$ cat src/pidss_pkg.sv
// pidss_pkg: shared types and constants for the PID step with standstill block.
// Holds the configuration register struct, register indexes and reset values.
// No dependencies.
package pidss_pkg;

  // register indexes (byte address = 4 * index)
  localparam logic [2:0] REG_GAIN_P          = 3'd0;
  localparam logic [2:0] REG_GAIN_I          = 3'd1;
  localparam logic [2:0] REG_GAIN_D          = 3'd2;
  localparam logic [2:0] REG_INTEGRAL_WINDOW = 3'd3;
  localparam logic [2:0] REG_INTEGRAL_LIMIT  = 3'd4;
  localparam logic [2:0] REG_OUTPUT_LIMIT    = 3'd5;
  localparam logic [2:0] REG_STILL_MAX_COUNT = 3'd6;
  localparam logic [2:0] REG_STILL_MAX_STEP  = 3'd7;

  localparam int unsigned ADDR_W = 5;
  localparam logic [14:0] OUTPUT_LIMIT_RST = 15'd12000;
  localparam logic [7:0]  COUNT_MAX = 8'hFF;

  typedef struct packed {
    logic [15:0] gain_p;
    logic [15:0] gain_i;
    logic [15:0] gain_d;
    logic [22:0] integral_window;
    logic [30:0] integral_limit;
    logic [14:0] output_limit;
    logic [7:0]  still_max_count;
    logic [23:0] still_max_step;
  } pidss_cfg_t;

  // pipeline enables from the top-level flow control
  typedef struct packed {
    logic adv1;  // stage 0 item moves into stage 1, state updates
    logic en2;   // stage 2 product registers load
    logic en3;   // result register loads
  } pidss_pipe_t;

endpackage

$ cat src/pidss_regs.sv
// pidss_regs: APB-style configuration register file.
// Depends on pidss_pkg for the register struct and indexes.
module pidss_regs (
  input  logic                      clk,
  input  logic                      rst_n,
  input  logic                      psel,
  input  logic                      penable,
  input  logic                      pwrite,
  input  logic [4:0]                paddr,
  input  logic [31:0]               pwdata,
  output logic [31:0]               prdata,
  output logic                      pready,
  output pidss_pkg::pidss_cfg_t     cfg
);
  import pidss_pkg::*;

  pidss_cfg_t cfg_r;
  logic [2:0] idx;
  logic       wr;

  assign idx    = paddr[ADDR_W-1:2];
  assign wr     = psel & penable & pwrite;
  assign pready = 1'b1;
  assign cfg    = cfg_r;

  // register writes
  always_ff @(posedge clk) begin
    if (!rst_n) begin
      cfg_r.gain_p          <= '0;
      cfg_r.gain_i          <= '0;
      cfg_r.gain_d          <= '0;
      cfg_r.integral_window <= '0;
      cfg_r.integral_limit  <= '0;
      cfg_r.output_limit    <= OUTPUT_LIMIT_RST;
      cfg_r.still_max_count <= '0;
      cfg_r.still_max_step  <= '0;
    end else if (wr) begin
      case (idx)
        REG_GAIN_P:          cfg_r.gain_p          <= pwdata[15:0];
        REG_GAIN_I:          cfg_r.gain_i          <= pwdata[15:0];
        REG_GAIN_D:          cfg_r.gain_d          <= pwdata[15:0];
        REG_INTEGRAL_WINDOW: cfg_r.integral_window <= pwdata[22:0];
        REG_INTEGRAL_LIMIT:  cfg_r.integral_limit  <= pwdata[30:0];
        REG_OUTPUT_LIMIT:    cfg_r.output_limit    <= pwdata[14:0];
        REG_STILL_MAX_COUNT: cfg_r.still_max_count <= pwdata[7:0];
        REG_STILL_MAX_STEP:  cfg_r.still_max_step  <= pwdata[23:0];
        default: ;
      endcase
    end
  end

  // read mux
  always_comb begin
    case (idx)
      REG_GAIN_P:          prdata = {16'd0, cfg_r.gain_p};
      REG_GAIN_I:          prdata = {16'd0, cfg_r.gain_i};
      REG_GAIN_D:          prdata = {16'd0, cfg_r.gain_d};
      REG_INTEGRAL_WINDOW: prdata = {9'd0, cfg_r.integral_window};
      REG_INTEGRAL_LIMIT:  prdata = {1'b0, cfg_r.integral_limit};
      REG_OUTPUT_LIMIT:    prdata = {17'd0, cfg_r.output_limit};
      REG_STILL_MAX_COUNT: prdata = {24'd0, cfg_r.still_max_count};
      REG_STILL_MAX_STEP:  prdata = {8'd0, cfg_r.still_max_step};
      default:             prdata = '0;
    endcase
  end

endmodule

$ cat src/pidss_state.sv
// pidss_state: controller state (integral, last error, standstill) and stage 1.
// Updates the state once per transaction and registers e, integral and derivative.
// Depends on pidss_pkg.
module pidss_state (
  input  logic                      clk,
  input  logic                      rst_n,
  input  pidss_pkg::pidss_cfg_t     cfg,
  input  pidss_pkg::pidss_pipe_t    pipe,
  input  logic signed [23:0]        e0,
  input  logic                      start0,
  output logic signed [23:0]        e1,
  output logic signed [31:0]        i1,
  output logic signed [24:0]        d1,
  output logic                      f1
);
  import pidss_pkg::*;

  logic signed [31:0] isum_r, isum_nxt;
  logic signed [23:0] prev_r;
  logic [7:0]         cnt_r, cnt_nxt;
  logic               flag_r, flag_nxt;

  logic signed [23:0] e1_r;
  logic signed [31:0] i1_r;
  logic signed [24:0] d1_r;
  logic               f1_r;

  logic signed [31:0] isum_eff;
  logic signed [23:0] prev_eff;
  logic [7:0]         cnt_eff, cnt_inc;
  logic               flag_eff;
  logic [23:0]        e_mag;
  logic signed [24:0] d;
  logic [24:0]        d_mag;
  logic signed [32:0] s, lim, lim_n;

  always_comb begin
    // start clears state before the tick
    isum_eff = start0 ? '0 : isum_r;
    prev_eff = start0 ? '0 : prev_r;
    cnt_eff  = start0 ? '0 : cnt_r;
    flag_eff = start0 ? 1'b0 : flag_r;

    e_mag = e0[23] ? 24'(-e0) : 24'(e0);
    d     = 25'(e0) - 25'(prev_eff);
    d_mag = d[24] ? 25'(-d) : 25'(d);

    // integral: reset on sign change or outside window, else accumulate and clamp
    lim   = $signed({2'b00, cfg.integral_limit});
    lim_n = -lim;
    s     = 33'(isum_eff) + 33'(e0);
    if (e0[23] != prev_eff[23]) begin
      isum_nxt = '0;
    end else if ({1'b0, e_mag} <= {2'b00, cfg.integral_window}) begin
      if (s > lim)        isum_nxt = lim[31:0];
      else if (s < lim_n) isum_nxt = lim_n[31:0];
      else                isum_nxt = s[31:0];
    end else begin
      isum_nxt = '0;
    end

    // standstill: saturating small-step count, sticky flag
    cnt_inc  = (cnt_eff == COUNT_MAX) ? COUNT_MAX : cnt_eff + 8'd1;
    flag_nxt = flag_eff;
    if (cfg.still_max_count != 8'd0 && d_mag <= {1'b0, cfg.still_max_step}) begin
      cnt_nxt = cnt_inc;
      if (cnt_inc > cfg.still_max_count) flag_nxt = 1'b1;
    end else begin
      cnt_nxt = '0;
    end
  end

  // state registers
  always_ff @(posedge clk) begin
    if (!rst_n) begin
      isum_r <= '0;
      prev_r <= '0;
      cnt_r  <= '0;
      flag_r <= 1'b0;
    end else if (pipe.adv1) begin
      isum_r <= isum_nxt;
      prev_r <= e0;
      cnt_r  <= cnt_nxt;
      flag_r <= flag_nxt;
    end
  end

  // stage 1 payload
  always_ff @(posedge clk) begin
    if (pipe.adv1) begin
      e1_r <= e0;
      i1_r <= isum_nxt;
      d1_r <= d;
      f1_r <= flag_nxt;
    end
  end

  assign e1 = e1_r;
  assign i1 = i1_r;
  assign d1 = d1_r;
  assign f1 = f1_r;

  // standstill flag is sticky until a start
  a_flag_sticky: assert property (@(posedge clk) disable iff (!rst_n)
    (pipe.adv1 && !start0 && flag_r) |=> flag_r)
    else $error("standstill flag dropped without start");

  // flag can only rise when detection is enabled
  a_flag_enabled: assert property (@(posedge clk) disable iff (!rst_n)
    $rose(flag_r) |-> (cfg.still_max_count != 8'd0))
    else $error("standstill flag set while detection disabled");

endmodule

$ cat src/pidss_mac.sv
// pidss_mac: gain multiplies (stage 2), then sum, floor shift and clamp (stage 3).
// Drives the result register. Depends on pidss_pkg.
module pidss_mac (
  input  logic                      clk,
  input  pidss_pkg::pidss_cfg_t     cfg,
  input  pidss_pkg::pidss_pipe_t    pipe,
  input  logic signed [23:0]        e1,
  input  logic signed [31:0]        i1,
  input  logic signed [24:0]        d1,
  input  logic                      f1,
  output logic signed [15:0]        drive,
  output logic                      still
);
  import pidss_pkg::*;

  logic signed [40:0] pp_r;
  logic signed [48:0] pi_r;
  logic signed [41:0] pd_r;
  logic               f2_r;
  logic signed [15:0] drive_r;
  logic               f3_r;

  logic signed [50:0] acc;
  logic signed [34:0] y, lim, lim_n;
  logic signed [15:0] y_c;

  // stage 2: three independent products
  always_ff @(posedge clk) begin
    if (pipe.en2) begin
      pp_r <= $signed({1'b0, cfg.gain_p}) * e1;
      pi_r <= $signed({1'b0, cfg.gain_i}) * i1;
      pd_r <= $signed({1'b0, cfg.gain_d}) * d1;
      f2_r <= f1;
    end
  end

  // stage 3: sum, arithmetic shift (floor), symmetric clamp
  always_comb begin
    acc   = 51'(pp_r) + 51'(pi_r) + 51'(pd_r);
    y     = acc[50:16];
    lim   = $signed({20'd0, cfg.output_limit});
    lim_n = -lim;
    if (y > lim)        y_c = lim[15:0];
    else if (y < lim_n) y_c = lim_n[15:0];
    else                y_c = y[15:0];
  end

  always_ff @(posedge clk) begin
    if (pipe.en3) begin
      drive_r <= y_c;
      f3_r    <= f2_r;
    end
  end

  assign drive = drive_r;
  assign still = f3_r;

endmodule

$ cat src/pid_step_with_standstill.sv
// pid_step_with_standstill: top level, input register, pipeline flow control.
// Depends on pidss_pkg, pidss_regs, pidss_state, pidss_mac.
//
// Usage:
//   Input channel (in_valid/in_stall): one control tick per transaction,
//   an error sample (signed Q16.8) and a start flag that clears the
//   controller state before the tick.
//   Output channel (out_valid/out_stall): one transaction per tick, the
//   clamped drive value and the sticky standstill flag.
//   Configuration: APB-style port, register i at byte address 4*i, a
//   setup and an access phase, pready always high. Write only while idle.
//   Pipeline: input register, then state update, multiply and sum/clamp
//   into the result register, each stage registered.
//   Throughput: one tick per cycle while the output is not stalled; the
//   integral and last-error feedback closes within the state update stage.
//   Stall: each stage holds when the next one is full and held, so empty
//   stages keep taking ticks while a result waits; in_stall rises only once
//   all four stages are full behind a stalled result.
//   Reset: rst_n synchronous, clears state, pipeline and registers
//   (output_limit resets to 12000, all others to 0).
module pid_step_with_standstill (
  input  logic               clk,
  input  logic               rst_n,
  input  logic               in_valid,
  output logic               in_stall,
  input  logic signed [23:0] in_error_now,
  input  logic               in_start_move,
  output logic               out_valid,
  input  logic               out_stall,
  output logic signed [15:0] out_drive_value,
  output logic               out_standing_still,
  input  logic               psel,
  input  logic               penable,
  input  logic               pwrite,
  input  logic [4:0]         paddr,
  input  logic [31:0]        pwdata,
  output logic [31:0]        prdata,
  output logic               pready
);
  import pidss_pkg::*;

  pidss_cfg_t  cfg;
  pidss_pipe_t pipe;

  logic v0_r, v1_r, v2_r, v3_r;
  logic rdy0, rdy1, rdy2, rdy3;
  logic signed [23:0] e0_r;
  logic               start0_r;

  logic signed [23:0] e1;
  logic signed [31:0] i1;
  logic signed [24:0] d1;
  logic               f1;

  // backpressure chain: a stage loads when empty or when it drains
  assign rdy3 = !v3_r || !out_stall;
  assign rdy2 = !v2_r || rdy3;
  assign rdy1 = !v1_r || rdy2;
  assign rdy0 = !v0_r || rdy1;

  assign in_stall  = !rdy0;
  assign out_valid = v3_r;

  assign pipe.adv1 = v0_r && rdy1;
  assign pipe.en2  = rdy2;
  assign pipe.en3  = rdy3;

  // valid bits
  always_ff @(posedge clk) begin
    if (!rst_n) begin
      v0_r <= 1'b0;
      v1_r <= 1'b0;
      v2_r <= 1'b0;
      v3_r <= 1'b0;
    end else begin
      if (rdy0) v0_r <= in_valid;
      if (rdy1) v1_r <= v0_r;
      if (rdy2) v2_r <= v1_r;
      if (rdy3) v3_r <= v2_r;
    end
  end

  // input register
  always_ff @(posedge clk) begin
    if (rdy0) begin
      e0_r     <= in_error_now;
      start0_r <= in_start_move;
    end
  end

  pidss_regs u_regs (
    .clk     (clk),
    .rst_n   (rst_n),
    .psel    (psel),
    .penable (penable),
    .pwrite  (pwrite),
    .paddr   (paddr),
    .pwdata  (pwdata),
    .prdata  (prdata),
    .pready  (pready),
    .cfg     (cfg)
  );

  pidss_state u_state (
    .clk    (clk),
    .rst_n  (rst_n),
    .cfg    (cfg),
    .pipe   (pipe),
    .e0     (e0_r),
    .start0 (start0_r),
    .e1     (e1),
    .i1     (i1),
    .d1     (d1),
    .f1     (f1)
  );

  pidss_mac u_mac (
    .clk   (clk),
    .cfg   (cfg),
    .pipe  (pipe),
    .e1    (e1),
    .i1    (i1),
    .d1    (d1),
    .f1    (f1),
    .drive (out_drive_value),
    .still (out_standing_still)
  );

  // input side stalls only with the whole pipeline full
  a_stall_full: assert property (@(posedge clk) disable iff (!rst_n)
    in_stall |-> (v0_r && v1_r && v2_r && v3_r && out_stall))
    else $error("input stalled with room in pipeline");

  // a drained result is replaced by the item behind it
  a_drain: assert property (@(posedge clk) disable iff (!rst_n)
    (v3_r && !out_stall && v2_r) |=> v3_r)
    else $error("result lost a following item");

endmodule

$ cat config.mk
export PLATFORM = sky130hd
export DESIGN_NAME = pid_step_with_standstill
export DESIGN_NICKNAME = d
export VERILOG_FILES = /design/src/pidss_pkg.sv /design/src/pidss_regs.sv /design/src/pidss_state.sv /design/src/pidss_mac.sv /design/src/pid_step_with_standstill.sv
export SDC_FILE = /design/constraint.sdc
export NUM_CORES = 2
export LEC_CHECK = 0
export BUFFER_PORTS_ARGS = -buffer_cell sky130_fd_sc_hd__buf_2
export CAP_MARGIN = 25
export CORE_MARGIN = 2
export CORE_UTILIZATION = 60
export DETAILED_ROUTE_END_ITERATION = 8
export PLACE_DENSITY = 0.79
export SLEW_MARGIN = 25
export SYNTH_ARGS = -nofsm -noshare
export SYNTH_HDL_FRONTEND = slang
export SYNTH_HIERARCHICAL = 1
export SYNTH_SLANG_ARGS = --single-unit
$ cat constraint.sdc
create_clock -name clk -period 8.5 [get_ports clk]
set_clock_uncertainty 0.2 [all_clocks]
set_input_delay 1.7 -clock clk [delete_from_list [all_inputs] [get_ports clk]]
set_output_delay 1.7 -clock clk [all_outputs]
set_load 0.02 [all_outputs]
==> results.yml <==
run:
  cap_violations: 0
cells_and_area:
  fin_nets: 10586
  drive_above_1_share_pct: 5.43
  area_growth_pct: 5.74
  final_common_cell: "inv_1"
  layout_common_cells: "inv_1, fa_1, nand2_1, ha_1, and2_1"
critical_path:
  end_kind: "register"
  r2r_cells: 26
  cp-start-kind: "register"
  path_max_fanout: 17
  required_ns: 8.70
  criticalPathCategory: "register to register"
  crit_arrival_ns: 8.32
power:
  power_leakage_nw: 40.6
  p_per_area_nw_per_um2: 84.9
  ir_drop_v: 0.000183
route:
  routed_via_density: 5.91
  drt_iter0_markers: 6223
  routed_wl_mm: 222
  drc: 0
  dr_total_vias: 61507
  dr.pass1.iters: 6
  routedWlPerCell_um: 21.3
  antenna_left: 0
placed_design:
  place_ws_ns: 0.426
  port_buffers: 115
  gp_congestion: 1.00
  dpl.hpwl_mm: 178
min_path:
  holdPathStages: 2
  min_path_type: "register to register"
clock_network:
  cts_buffers: 56
  cts_tree: "built"
  htree_levels: 2
  clk_path_buf_depth: 3
  root_buffer: "clkbuf_16"
  clock_latency_ns: 0.70
  clock-sinks: 475
  ctsHoldBuffers: 0
  clk_pin_slew_ns: 0.06
sta:
  period_share_pct: 95.6
  finalWorstSetupSlack_ns: 0.373
  finalHoldViolCount: 0
  finalSetupViolations: 0
  relSlewSlack_pct: 25.1
  rsz0062_at_grt: "no"
  final-max-slew-violation-count: 0
  min_period_ns: 8.13
  worstMarginPinSlew_ns: 1.12
  finalSetupTns_ns: 0
  fmax_ghz: 0.123
logic_synthesis:
  synth_fp_nets: 10619
  synthCells: 8647
  synth_ff_type: "edfxtp_1"
  yosysSeqAreaShare_pct: 15.5
  synth_area_sq_um: 77800
  synth_enable_flop_cells: 257
  yosysUniqueCellTypes: 112
  synth_area_per_cell_sq_um: 9.00
  async_flop_share_pct: 0
  ys_seq_elements: 475
  synth_warnings: 6
floorplanning:
  die_y_um: 364
  row_count: 132
  dieArea_sq_um: 133000
  design.portCount: 121
  die_x_um: 364
  core_sq_um: 129000
  initial_utilization_pct: 60.2
global_route:
  grt_most_used_layer: "met2"
  overflow: 0
  use_met2_pct: 54.1
  grt_pass1_vias: 64126
  grt.total_usage_pct: 34.0
  grt_max_degree: 128
  met1_usage_pct: 44.5
  antenna_found_initial: 6
  met3_usage_pct: 5.97
  grt_pass1_wl_mm: 350
run_status:
  status: "finished, final reports clean"
-- metrics by stage --
step	hold slack, ns	area (sq um)	util [%]	power, mW	cells
finish	0.246	82300	63.7	6.99	10407
global route	0.267	82300	63.7	7.25	10404
CTS	0.249	82200	63.6	6.97	10399
detailed placement	0.212	80300	62.1	4.42	10293
global placement	0.221	80300	62.1	4.37	10293
floorplan	0.200	77800	-	3.85	8647
-- final timing paths --
check,end,slack [ns],from
min,u_state/isum_r[15],0.25,u_state/isum_r[15]
max,u_mac/pi_r[48],0.37,u_regs/cfg[127]
min reg2reg,u_state/isum_r[15],0.25,u_state/isum_r[15]
max reg2reg,u_mac/pi_r[48],0.37,u_regs/cfg[127]
-- cell usage after synthesis (26+ instances only) --
cell,n,area [sq um]
a31oi_1,32,200
o21a_1,35,263
buf_2,54,270
xor2_1,71,622
fa_1,1307,26200
mux2i_1,69,691
a21boi_1,125,938
a21boi_0,29,218
nor2b_1,115,719
a211oi_1,34,255
clkbuf_1,282,1060
o21bai_1,33,248
a22o_1,31,272
a21o_1,137,1030
inv_1,1731,6500
edfxtp_1,257,7720
nand2b_1,74,463
and3_1,26,163
or3_1,37,231
nand3_1,92,460
and2_1,541,3380
nand2_1,1304,4890
dfxtp_1,218,4360
xnor2_1,208,1820
o21ai_0,179,896
nor3_1,56,280
o211ai_1,27,203
a21oi_1,262,1310
nor2_1,213,800
nand4_1,58,363
ha_1,596,7460
-- flip-flops by register name (all words and copies together) (netlist names), 25 cells and up --
| signal | flops |
|---|---|
| u_mac/pd_r | 42 |
| u_mac/pi_r | 49 |
| u_mac/pp_r | 41 |
| u_regs/cfg | 149 |
| u_state/d1 | 25 |
| u_state/i1 | 32 |
| u_state/isum_r | 32 |
-- timing repair --
action,4_1_cts,5_1_grt
endpoints found under the setup margin,0,3
gates resized for setup,0,2
buffers inserted,0,4
-- per-layer routing --
layer | vias up | part of all wire [%] | routed length (um)
met5 | - | 0.012 | 26
met4 | 4 | 6.3 | 14000
met3 | 656 | 9.6 | 21200
met2 | 3355 | 46 | 101000
met1 | 30462 | 39 | 85500
li1 | 27030 | - | -
-- layout make-up --
class	count	area [sq um]
Tap cell	1742	2180
Antenna cell	3	7.51
Fill cell	10611	46900
Sequential cell	475	12100
Clock buffer	68	1490
Inverter	1734	6510
Clock inverter	38	445
Multi-Input combinational cell	6076	57700
Timing Repair Buffer	271	1820
-- kinds of logic after synthesis --
kind of cell	count (synthesis)	synth area share [%]
other cells	2	0.00965
xor+xnor	280	3.16
mux	92	1.26
compound gates	1163	10.2
simple gates	2634	16.3
buf+inv	2096	10.3
fa+ha+maj	1905	43.2
flops	475	15.5
-- critical path: stages, from the launching register on --
cell and delay, ns:
dfxtp_1 0.78, buf_4 0.38, nand2_1 0.12, fa_1 0.56
inv_1 0.05, fa_1 0.51, fa_1 0.46, fa_1 0.52
fa_1 0.55, inv_1 0.05, fa_1 0.52, inv_1 0.04
ha_1 0.35, a21o_1 0.17, a21o_1 0.16, a21o_1 0.19
a21oi_1 0.20, o221ai_1 0.19, a211oi_1 0.22, buf_4 0.17
nor3_1 0.06, o31ai_1 0.40, o21ai_0 0.18, a21oi_1 0.32
o21ai_0 0.16, a21oi_1 0.21, xnor2_1 0.09
-- where the power goes --
group,total (mW),internal (mW),switching [mW],leakage (nW)
Sequential,2.71,2.52,0.190,4.63
Combinational,1.74,0.647,1.09,35.1
Clock,2.54,1.45,1.09,0.932
Total,6.99,4.62,2.37,40.6
Power figures use the tool's default switching activity.
